===== src/fsg_pkg.sv =====
// Shared types for the falling-sand grid step core.
`default_nettype none

package fsg_pkg;

    // Operation codes carried by the func field; code 3 has no meaning.
    typedef enum logic [1:0] {
        FUNC_PLACE = 2'd0,
        FUNC_TICK  = 2'd1,
        FUNC_READ  = 2'd2
    } t_func;

    // Move chosen for one sand cell during a sweep.
    typedef enum logic [1:0] {
        MOVE_NONE  = 2'd0,
        MOVE_DOWN  = 2'd1,
        MOVE_LEFT  = 2'd2,
        MOVE_RIGHT = 2'd3
    } t_move;

endpackage

`default_nettype wire


===== src/fsg_cell_mover.sv =====
// Single-cell update: moves at most one sand grain from the current row into the row below.
`default_nettype none

module fsg_cell_mover
    import fsg_pkg::*;
#(
    parameter int GRID_W = 64
) (
    input  wire logic [$clog2(GRID_W)-1:0] i_col,
    input  wire logic [GRID_W-1:0]         i_cur,
    input  wire logic [GRID_W-1:0]         i_below,
    output logic      [GRID_W-1:0]         o_cur,
    output logic      [GRID_W-1:0]         o_below,
    output t_move                          o_move
);

    localparam int XW = $clog2(GRID_W);
    localparam logic [XW-1:0] LAST_COL = XW'(GRID_W - 1);

    logic [XW-1:0] w_left;
    logic [XW-1:0] w_right;
    logic          w_left_free;
    logic          w_right_free;

    assign w_left  = i_col - 1'b1;
    assign w_right = i_col + 1'b1;

    // edge columns never look past the grid
    assign w_left_free  = (i_col != '0) && !i_below[w_left];
    assign w_right_free = (i_col != LAST_COL) && !i_below[w_right];

    always_comb begin
        o_cur   = i_cur;
        o_below = i_below;
        o_move  = MOVE_NONE;
        if (i_cur[i_col]) begin
            priority if (!i_below[i_col]) begin
                o_move = MOVE_DOWN;
            end else if (w_left_free) begin
                o_move = MOVE_LEFT;
            end else if (w_right_free) begin
                o_move = MOVE_RIGHT;
            end else begin
                o_move = MOVE_NONE;
            end
        end
        unique case (o_move)
            MOVE_DOWN: begin
                o_cur[i_col]   = 1'b0;
                o_below[i_col] = 1'b1;
            end
            MOVE_LEFT: begin
                o_cur[i_col]    = 1'b0;
                o_below[w_left] = 1'b1;
            end
            MOVE_RIGHT: begin
                o_cur[i_col]     = 1'b0;
                o_below[w_right] = 1'b1;
            end
            MOVE_NONE: begin
            end
        endcase
    end

endmodule

`default_nettype wire


===== config.mk =====
export PLATFORM = sky130hd
export DESIGN_NAME = fsg_cell_mover
export DESIGN_NICKNAME = d
export VERILOG_FILES = /design/src/fsg_pkg.sv /design/src/fsg_cell_mover.sv
export SDC_FILE = /design/constraint.sdc
export NUM_CORES = 1
export LEC_CHECK = 0
export ABC_AREA = 1
export BUFFER_PORTS_ARGS = -buffer_cell sky130_fd_sc_hd__buf_4
export CAP_MARGIN = 15
export CORE_MARGIN = 2
export CORE_UTILIZATION = 47
export DETAILED_ROUTE_END_ITERATION = 16
export PLACE_DENSITY = 0.92
export SLEW_MARGIN = 20
export SYNTH_ARGS = -nofsm -noshare
export SYNTH_HDL_FRONTEND = slang
export SYNTH_SLANG_ARGS = --single-unit

===== constraint.sdc =====
create_clock -name vclk -period 2.9
set_clock_uncertainty 0.05 [all_clocks]
set_input_delay 0.29 -clock vclk [all_inputs]
set_output_delay 0.29 -clock vclk [all_outputs]
set_load 0.005 [all_outputs]

==> impl_metrics.py, run 1 <==
metrics = {
    "synthesis": {
        "ys_seq_area_share_pct": 0,
        "synth_nets": 1596,
        "syn_area_um2": 6530,
        "ys_top_cells_by_count": "591 x nand2_1, 281 x nor2_1, 150 x nand3_1",
        "yosysMostFrequentCell": "nand2_1",
        "yosys_warnings": 0,
        "synth.area.top_cells": "nand2_1 34%, nor2_1 16%, nand3_1 12%",
        "synth_top_cell_by_area": "nand2_1",
        "synthCells": 1460,
        "synth_top_area_share_pct": 34.0,
        "syn_avg_cell_area_um2": 4.47,
        "ys_types": 36,
    },
    "die": {
        "initial_utilization_pct": 47.6,
        "rows": 43,
        "die_w_um": 122,
        "die_h_um": 122,
        "ioPinCount": 264,
    },
    "placed_design": {
        "gp_congestion": 1.21,
        "hpwl_um": 26500,
        "placed_cell_area_um2": 9400,
        "placedCellCount": 1937,
        "io_buffers": 264,
    },
    "grt": {
        "track_usage_pct": 79.6,
        "grt_max_degree": 44,
        "overflow": 11,
    },
    "outcome": {
        "error": "[ERROR GRT-0232] Routing congestion too high. Check the congestion heatmap in the GUI.",
        "lastStage": "5_1_grt",
        "status": "did not finish",
    },
    "timing": {
        "grt_worst_setup_endpoint": "o_below[7]",
        "worstEpCategory": "output port",
    },
    "cts": {
        "cts_hold_buf": 0,
    },
}
-- routing by layer --
metal	GRT overflow	GRT usage [%]
met1	0	78.0
met2	8	90.6
met3	1	73.8
met4	2	76.6
met5	0	46.9
-- stage by stage --
stage	worst slack (ns)	utilization [%]
after floorplan	0.0106	-
after global placement	-0.255	68.5
after detailed placement	-0.302	68.5
after CTS	-0.0934	73.9
-- cell families after synthesis --
| group | count (synthesis) | synth area share (%) |
|---|---|---|
| AO/OA/AOI/OAI | 171 | 17.0 |
| XOR/XNOR | 2 | 0.384 |
| adder cells (fa/ha/maj) | 2 | 0.383 |
| buffers and inverters | 222 | 15.7 |
| AND/OR/NAND/NOR | 1063 | 66.6 |
-- repair_timing --
action	4_1_cts
setup endpoints to repair	129
resized for setup	133
pin swaps	35
setup buffers	14
cloned	8
==> run 2: changes to the inputs <==
--- a/config.mk
+++ b/config.mk
@@ -9,9 +9,9 @@
 export BUFFER_PORTS_ARGS = -buffer_cell sky130_fd_sc_hd__buf_4
 export CAP_MARGIN = 15
 export CORE_MARGIN = 2
-export CORE_UTILIZATION = 47
+export CORE_UTILIZATION = 40
 export DETAILED_ROUTE_END_ITERATION = 16
-export PLACE_DENSITY = 0.92
+export PLACE_DENSITY_LB_ADDON = 0.15
 export SLEW_MARGIN = 20
 export SYNTH_ARGS = -nofsm -noshare
 export SYNTH_HDL_FRONTEND = slang
==> constraint.sdc (replaced) <==
create_clock -name vclk -period 3.8
set_clock_uncertainty 0.05 [all_clocks]
set_input_delay 0.38 -clock vclk [all_inputs]
set_output_delay 0.38 -clock vclk [all_outputs]
set_load 0.005 [all_outputs]
==> run 2 against run 1 <==
  * The flow now finishes without violations
  * Synthesized area unchanged
  * Synthesized cell count unchanged
==> impl_metrics.py, run 2 <==
metrics = {
    "cells_and_area": {
        "nNetsFinal": 1847,
        "diodes": 0,
        "fill_cells": 1817,
        "layout_common_cells": "589 x nand2_1, 314 x buf_4, 280 x nor2_1",
        "mostFrequentLayoutCell": "nand2_1",
        "seq_area_um2": 0,
        "finalNonFillerCells": 1925,
        "clkbuf_count": 0,
        "drive_gt1_share_pct": 22.9,
        "area_delta_synth_final_pct": 38.3,
        "numSequentialCells": 0,
        "post-route-cell-area_um2": 9030,
    },
    "route": {
        "wl_per_cell_um": 18.6,
        "antenna_left": 0,
        "via_count": 10543,
        "totalWireLength_um": 35800,
        "drt-pass1-iter-count": 6,
        "vias_per_cell": 5.48,
        "route.detailed.drc": 0,
        "drtIter0Drc": 1421,
    },
    "setup_path": {
        "max_stage_delay_ns": 0.62,
        "end_kind": "output pin",
        "critPathKind": "in2out",
        "path_buf_inv": 5,
        "cp_common_cell": "nand2_1",
        "crit_family": "simple AND/OR/NAND/NOR gates",
        "cp_cell_sequence": "buf_4 > buf_16 > o21ai_0 > nand2_1 > nand2_1 > nand2_1 > nand2_1 > nand2_1 > nand2_1 > inv_1 > nand3_2 > o21bai_1 > nand2_2 > nand2_4 > buf_4 > nand2_1 > nand2_1 > buf_4",
        "critPathMaxFanout": 27,
        "cp.required_ns": 3.37,
        "arrival_ns": 3.24,
        "crit_slowest_cell": "o21ai_0",
        "start_kind": "primary input",
    },
    "synthesis": {
        "synth.area.top_cells": "nand2_1 34%, nor2_1 16%, nand3_1 12%",
        "ys_types": 36,
        "yosysMostFrequentCell": "nand2_1",
        "syn_avg_cell_area_um2": 4.47,
        "ys_seq_area_share_pct": 0,
        "synth_nets": 1596,
        "ys_top_cells_by_count": "591 x nand2_1, 281 x nor2_1, 150 x nand3_1",
        "synthCells": 1460,
        "yosys_warnings": 0,
        "syn_area_um2": 6530,
        "synth_top_cell_by_area": "nand2_1",
        "synth_top_area_share_pct": 34.0,
    },
    "grt": {
        "grt_max_degree": 54,
        "track_usage_pct": 38.5,
        "overflow": 0,
        "grt_pass1_wl_um": 53100,
        "grt_pass1_vias": 9625,
        "antenna_found_initial": 0,
    },
    "cts": {
        "cts_hold_buf": 0,
    },
    "power_and_ir_drop": {
        "ir_worst_vdd_mv": 0.124,
        "pwr_density_cell_nw_per_um2": 165,
        "cellLeakagePower_nw": 4.83,
    },
    "die": {
        "rows": 46,
        "ioPinCount": 264,
        "initial_utilization_pct": 40.9,
        "core_um2": 15900,
        "die_w_um": 132,
        "dieArea_um2": 17400,
        "die_h_um": 132,
    },
    "timing": {
        "hold_viol": 0,
        "setup_viol": 0,
        "fin_crit_ns": 3.67,
        "rsz0062_at_grt": "true",
        "setup_ws_ns": 0.128,
        "slew_headroom_pct": 50.5,
        "tightest_slew_ns": 0.734,
        "finalSetupTns_ns": 0,
        "clock.fmax_mhz": 272,
        "maxSlewViolCount": 0,
        "post-route-period-util_pct": 96.6,
        "fin_hold_ws_ns": 0.980,
    },
    "placed_design": {
        "gp_congestion": 1.06,
        "hpwl_um": 27500,
        "placed_cell_area_um2": 8890,
        "placedCellCount": 1917,
        "io_buffers": 264,
        "post-place-ws_ns": 0.117,
    },
    "outcome": {
        "status": "finished clean",
    },
    "job": {
        "drv_cap": 0,
    },
    "min_path": {
        "hp-class": "in2out",
    },
}
==> run 2: cell counts after synthesis <==
Identical to the previous run, type by type.
==> run 2: timing repair <==
action / in CTS / in global routing
setup buffers: 0 / 6
hold endpoints to repair: 0 / 0
endpoints found under the setup margin: 0 / 81
resized for setup: 0 / 11
==> run 2: metal layers <==
layer / global-route usage [%] / part of all wire (%) / up-vias
li1: - / - / 5077
met3: 5.27 / 10 / 143
met2: 62.2 / 44 / 695
met4: 22.9 / 7.1 / 0
met5: 0 / 0 / -
met1: 48.9 / 39 / 4628
==> run 2: cell type report <==
type,instances,area (um2),share of cell area [%]
Inverter,139,527,5.84
Multi-Input combinational cell,1238,5530,61.3
Tap cell,216,270,2.99
Timing Repair Buffer,332,2700,29.9
==> run 2: worst min-delay path, delay by kind of cell <==
kind | cells | cell delay (ns)
and+or+nand+nor | 1 | 0.05
buffers and inverters | 3 | 0.22
==> run 2: logic make-up (layout without fill, tap and decap cells) <==
| family | after synthesis | count (layout) | share of synthesized area [%] |
|---|---|---|---|
| fa+ha+maj | 2 | 2 | 0.383 |
| simple gates | 1063 | 1063 | 66.6 |
| compound gates | 171 | 171 | 17.0 |
| xor+xnor | 2 | 2 | 0.384 |
| buf+inv | 222 | 471 | 15.7 |
==> run 2: final timing paths <==
kind	cells after the start	slack, ns	end	from
setup / recovery	18	0.13	o_below[60]	i_col[0]
hold / removal	4	0.98	o_below[22]	i_below[22]
==> run 2: through the flow <==
step	total power [W]	utilization [%]
after floorplan	0.000842	-
after global placement	0.00140	55.8
after detailed placement	0.00141	55.8
after CTS	0.00141	55.8
after global routing	0.00159	56.6
final	0.00149	56.6
==> run 2: power breakdown <==
part	switching [W]	leakage (nW)	total, W	internal [W]
clock	0	0	0	0
sequential	0	0	0	0
combinational	0.000946	4.83	0.00149	0.000545
(Power assumes the default switching activity.)
==> run 3: changes to the inputs <==
--- a/config.mk
+++ b/config.mk
@@ -11,6 +11,7 @@
 export CORE_MARGIN = 2
 export CORE_UTILIZATION = 40
 export DETAILED_ROUTE_END_ITERATION = 16
+export GPL_TIMING_DRIVEN = 0
 export PLACE_DENSITY_LB_ADDON = 0.15
 export SLEW_MARGIN = 20
 export SYNTH_ARGS = -nofsm -noshare
==> run 3 against run 2 <==
  * Routed wire length up 16%
  * Global-route usage increased by 5.5 points
  * Critical endpoint is now o_below[43]
  * Fmax shrank 1.4%
  * First-iteration DRC count rose by 28%
  * Critical path type unchanged
  * Non-clock buffer count grew 25
==> impl_metrics.py, run 3 (same netlist as run 2, synthesis figures left out) <==
metrics = {
    "grt": {
        "overflow": 0,
        "antenna_found_initial": 3,
        "track_usage_pct": 44.0,
        "grt_max_degree": 11,
        "grt_pass1_wl_um": 58700,
        "grt_pass1_vias": 9959,
    },
    "timing": {
        "hold_viol": 0,
        "maxSlewViolCount": 0,
        "fin_crit_ns": 3.72,
        "setup_viol": 0,
        "tightest_slew_ns": 1.09,
        "clock.fmax_mhz": 269,
        "slew_headroom_pct": 26.8,
        "post-route-period-util_pct": 98.0,
    },
    "cells_and_area": {
        "drive_gt1_share_pct": 25.4,
        "numSequentialCells": 0,
        "nNetsFinal": 1873,
        "post-route-cell-area_um2": 9240,
        "clkbuf_count": 0,
        "seq_area_um2": 0,
        "multi_input_area_um2": 5670,
        "layout_common_cells": "578 x nand2_1, 292 x buf_4, 276 x nor2_1",
        "mostFrequentLayoutCell": "nand2_1",
        "fill_cells": 1754,
        "area_delta_synth_final_pct": 41.6,
    },
    "route": {
        "via_count": 11315,
        "totalWireLength_um": 41500,
        "drtIter0Drc": 1818,
        "antenna_left": 0,
        "wl_per_cell_um": 21.3,
        "vias_per_cell": 5.80,
        "route.detailed.drc": 0,
        "drt-pass1-iter-count": 8,
    },
    "die": {
        "core_um2": 15900,
        "rows": 46,
        "initial_utilization_pct": 40.9,
        "die_h_um": 132,
        "dieArea_um2": 17400,
        "ioPinCount": 264,
        "die_w_um": 132,
    },
    "setup_path": {
        "cp-endpoint": "o_below[43]",
        "cp.required_ns": 3.37,
        "critPathMaxFanout": 10,
        "crit_slowest_cell": "xor2_1",
        "cp_common_cell": "nand2_1",
        "startpoint": "i_col[0]",
        "start_kind": "primary input",
        "max_stage_delay_ns": 0.43,
        "cp_cell_sequence": "buf_4 > ha_1 > nand2_1 > inv_2 > nand2_1 > xor2_1 > inv_1 > nand2_1 > nand2_1 > nand2_2 > nand3_4 > o21bai_1 > nand2_2 > nand2_2 > buf_6 > buf_12 > buf_8 > nand2_1 > nand2_1 > buf_4",
        "arrival_ns": 3.29,
        "critPathKind": "in2out",
        "end_kind": "output pin",
    },
    "placed_design": {
        "gp_congestion": 1.07,
        "hpwl_um": 32000,
        "placed_cell_area_um2": 8760,
        "io_buffers": 261,
    },
    "min_path": {
        "hp-class": "in2out",
        "hp-start": "i_below[4]",
    },
    "job": {
        "drv_cap": 0,
    },
    "outcome": {
        "status": "finished clean",
    },
}
run 3: changes by cell type in the layout (fill, tap and decap cells not counted), moves of 9 or more:
cell      before  now
buf_2          0   20
buf_6          4   13
clkbuf_4       0   13
nand2_1      589  578
buf_4        314  292
run 3: cell type report:
cell class	count	area share (%)
repair buffers	274	22.3
plain buffers	83	7.57
multi-input cells	1239	61.4
diodes	1	0.0271
well taps	216	2.92
inverters	139	5.78
run 3: stage by stage:
stage | hold WS, ns | utilization, % | setup slack [ns] | setup TNS [ns] | cells
detailed placement | 0.979 | 55.0 | -0.852 | -86.60 | 1937
floorplan | 0.777 | - | 0.432 | 0 | 1460
global route | 0.994 | 57.9 | -0.0147 | -0.0240 | 1951
finish | 0.978 | 58.0 | 0.0759 | 0 | 1952
global placement | 0.977 | 54.9 | -0.890 | -88.34 | 1937
CTS | 0.980 | 56.5 | 0.0661 | 0 | 1942
run 3: layer usage:
metal / wire (um) / share of wire, % / track usage, % / up-vias
li1: - / - / - / 5134
met1: 15400 / 37 / 56.1 / 5004
met2: 17200 / 41 / 67.4 / 975
met3: 5900 / 14 / 11.1 / 198
met4: 2980 / 7.2 / 25.5 / 4
met5: 27 / 0.065 / 0 / -
run 3: critical path: cells and delay by family:
| kind | cells | cell delay (ns) |
|---|---|---|
| AO/OA/AOI/OAI | 1 | 0.18 |
| buffers and inverters | 7 | 0.99 |
| AND/OR/NAND/NOR | 10 | 1.11 |
| XOR/XNOR | 1 | 0.43 |
| adder cells (fa/ha/maj) | 1 | 0.20 |
run 3: worst min path at each step:
stage / slack [ns] / end / depth (start not counted)
floorplan: 0.78 / o_cur[0] / 2
global placement: 0.98 / o_below[4] / 4
detailed placement: 0.98 / o_below[4] / 4
CTS: 0.98 / o_below[4] / 4
global route: 0.99 / o_below[6] / 4
finish: 0.98 / o_below[4] / 4
run 3: repair_timing:
item / CTS / global route
pin swaps: 3 / 10
hold buffers: 0 / 0
setup buffers: 5 / 8
resized for setup: 62 / 72
gates cloned: 0 / 1
endpoints found under the setup margin: 130 / 120
==> run 4: changes to the inputs <==
--- a/config.mk
+++ b/config.mk
@@ -8,7 +8,7 @@
 export ABC_AREA = 1
 export BUFFER_PORTS_ARGS = -buffer_cell sky130_fd_sc_hd__buf_4
 export CAP_MARGIN = 15
-export CORE_MARGIN = 2
+export CORE_MARGIN = 1
 export CORE_UTILIZATION = 40
 export DETAILED_ROUTE_END_ITERATION = 16
 export GPL_TIMING_DRIVEN = 0
==> run 4 against run 3 <==
  * Routed wire length increased by 0.88%
  * Design area fell by 1.1%
  * Final cell count down 0.15%
  * Setup slack worse by 0.063 ns
  * Via count is 0.63% higher
  * Die area decreased by 3.0%
  * Clock-buffer cell count unchanged
  * First-iteration DRC count fell by 5.3%
  * Sequential share of layout area stayed put
  * Flip-flop and latch count unchanged
  * Largest cell class unchanged
==> impl_metrics.py, run 4 (same netlist as run 2, synthesis figures left out) <==
metrics = {
    "outcome": {
        "status": "finished clean",
    },
    "route": {
        "wl_per_cell_um": 21.5,
        "route.detailed.drc": 0,
        "via_count": 11386,
        "drtIter0Drc": 1721,
        "drt-pass1-iter-count": 7,
        "totalWireLength_um": 41900,
        "antenna_left": 0,
        "vias_per_cell": 5.84,
    },
    "cells_and_area": {
        "mostFrequentLayoutCell": "nand2_1",
        "nNetsFinal": 1868,
        "seq_area_um2": 0,
        "numSequentialCells": 0,
        "drive_gt1_share_pct": 24.7,
        "final_util_pct": 57.5,
        "layout_common_cells": "585 x nand2_1, 287 x buf_4, 276 x nor2_1",
        "area_delta_synth_final_pct": 40.0,
        "clkbuf_count": 0,
    },
    "timing": {
        "maxSlewViolCount": 0,
        "finalSetupTns_ns": 0,
        "tightest_slew_ns": 1.20,
        "clock.fmax_mhz": 264,
        "slew_headroom_pct": 19.2,
        "setup_viol": 0,
        "fin_crit_ns": 3.79,
        "hold_viol": 0,
        "post-route-period-util_pct": 99.6,
    },
    "grt": {
        "track_usage_pct": 46.7,
        "grt_util_met3_pct": 10.7,
        "grt_pass1_vias": 9523,
        "grt-busiest-layer": "met2",
        "grt_max_degree": 11,
        "met1_usage_pct": 58.1,
        "use_met2_pct": 73.7,
        "grt_pass1_wl_um": 57100,
        "antenna_found_initial": 1,
        "overflow": 0,
    },
    "setup_path": {
        "end_kind": "output pin",
        "startpoint": "i_col[1]",
        "cp.required_ns": 3.37,
        "cp-endpoint": "o_below[47]",
        "arrival_ns": 3.36,
        "start_kind": "primary input",
        "critPathKind": "in2out",
        "critPathMaxFanout": 10,
    },
    "power_and_ir_drop": {
        "intPower_w": 0.000585,
        "ir_worst_vdd_mv": 0.145,
        "pwr_density_cell_nw_per_um2": 185,
        "total_power_w": 0.00169,
        "seq_power_share_pct": 0,
        "clkPwrFrac_pct": 0,
        "p_sw_share_pct": 65.3,
        "combPwrFrac_pct": 100.0,
        "cellLeakagePower_nw": 4.88,
        "p_sw_w": 0.00110,
    },
    "die": {
        "initial_utilization_pct": 41.1,
        "dieArea_um2": 16800,
        "ioPinCount": 264,
        "die_h_um": 130,
        "core_um2": 15900,
        "die_w_um": 130,
        "rows": 46,
    },
    "placed_design": {
        "hpwl_um": 31600,
        "io_buffers": 261,
        "gp_congestion": 1.05,
    },
    "min_path": {
        "hold_depth": 4,
        "hp-class": "in2out",
    },
    "job": {
        "drv_cap": 0,
    },
}
[run 4: changes by cell type in the layout (fill, tap and decap cells not counted), moves of 3 or more]
cell     before  now
nand2_1     578  585
nand2_2      16    9
nand3_1     142  148
nand3_2      14    8
buf_2        20   25
buf_4       292  287
buf_8         7    4
[run 4: timing repair]
| action | 4_1_cts | 5_1_grt |
|---|---|---|
| hold buffers | 0 | 0 |
| setup buffers | 2 | 7 |
| hold endpoints to repair | 0 | 0 |
| cloned | 0 | 1 |
| gates resized for setup | 36 | 73 |
| endpoints found under the setup margin | 130 | 128 |
| pin swaps | 1 | 9 |
[run 4: final cells by class]
cell class	instances	area, um2
fillers	1798	6750
multi-input cells	1239	5650
repair buffers	270	2030
plain buffers	82	644
well taps	216	270
diodes	3	7.51
inverters	139	532
[run 4: critical path: stages]
cell and delay, ns:
buf_6 0.11, inv_2 0.06, buf_8 0.15, buf_12 0.16, ha_4 0.31, inv_4 0.09
buf_6 0.17, nand3_1 0.08, nand2_1 0.06, nand2_1 0.08, nand4_1 0.16, nand3_2 0.14
inv_2 0.04, nor2_2 0.11, nand2_2 0.13, nand2_4 0.15, nand2_4 0.09, inv_4 0.09
buf_12 0.15, buf_6 0.15, nand3_1 0.10, nand2_1 0.12, nand2_1 0.09, nand2_1 0.07
buf_4 0.10
[run 4: how the worst min path moves through the flow]
stage | from | end
5_1_grt | i_below[0] | o_below[0]
3_5_place_dp | i_below[6] | o_below[6]
4_1_cts | i_below[6] | o_below[6]
2_1_floorplan | i_cur[0] | o_cur[0]
6_report | i_below[4] | o_below[4]
3_3_place_gp | i_below[6] | o_below[6]
[run 4: metal layers]
metal  wire [um]  up-vias
met4        2810        0
met2       17900      952
met3        5630      194
met5           0        -
met1       15500     5119
li1            -     5121
[run 4: power groups by stage]
| stage | Sequential [W] | Combinational, W | Clock [W] |
|---|---|---|---|
| after floorplan | 0 | 0.000842 | 0 |
| after global placement | 0 | 0.00146 | 0 |
| after detailed placement | 0 | 0.00147 | 0 |
| after CTS | 0 | 0.00151 | 0 |
| after global routing | 0 | 0.00175 | 0 |
| final | 0 | 0.00169 | 0.000000000101 |
[run 4: through the flow]
stage / cells / setup WS (ns) / area, um2 / hold WS (ns)
final: 1949 / 0.0133 / 9140 / 0.985
after global routing: 1946 / -0.0350 / 9130 / 0.997
after CTS: 1938 / 0.0273 / 8860 / 0.980
after detailed placement: 1937 / -0.805 / 8760 / 0.980
after global placement: 1937 / -0.789 / 8760 / 0.976
after floorplan: 1460 / 0.432 / 6530 / 0.777
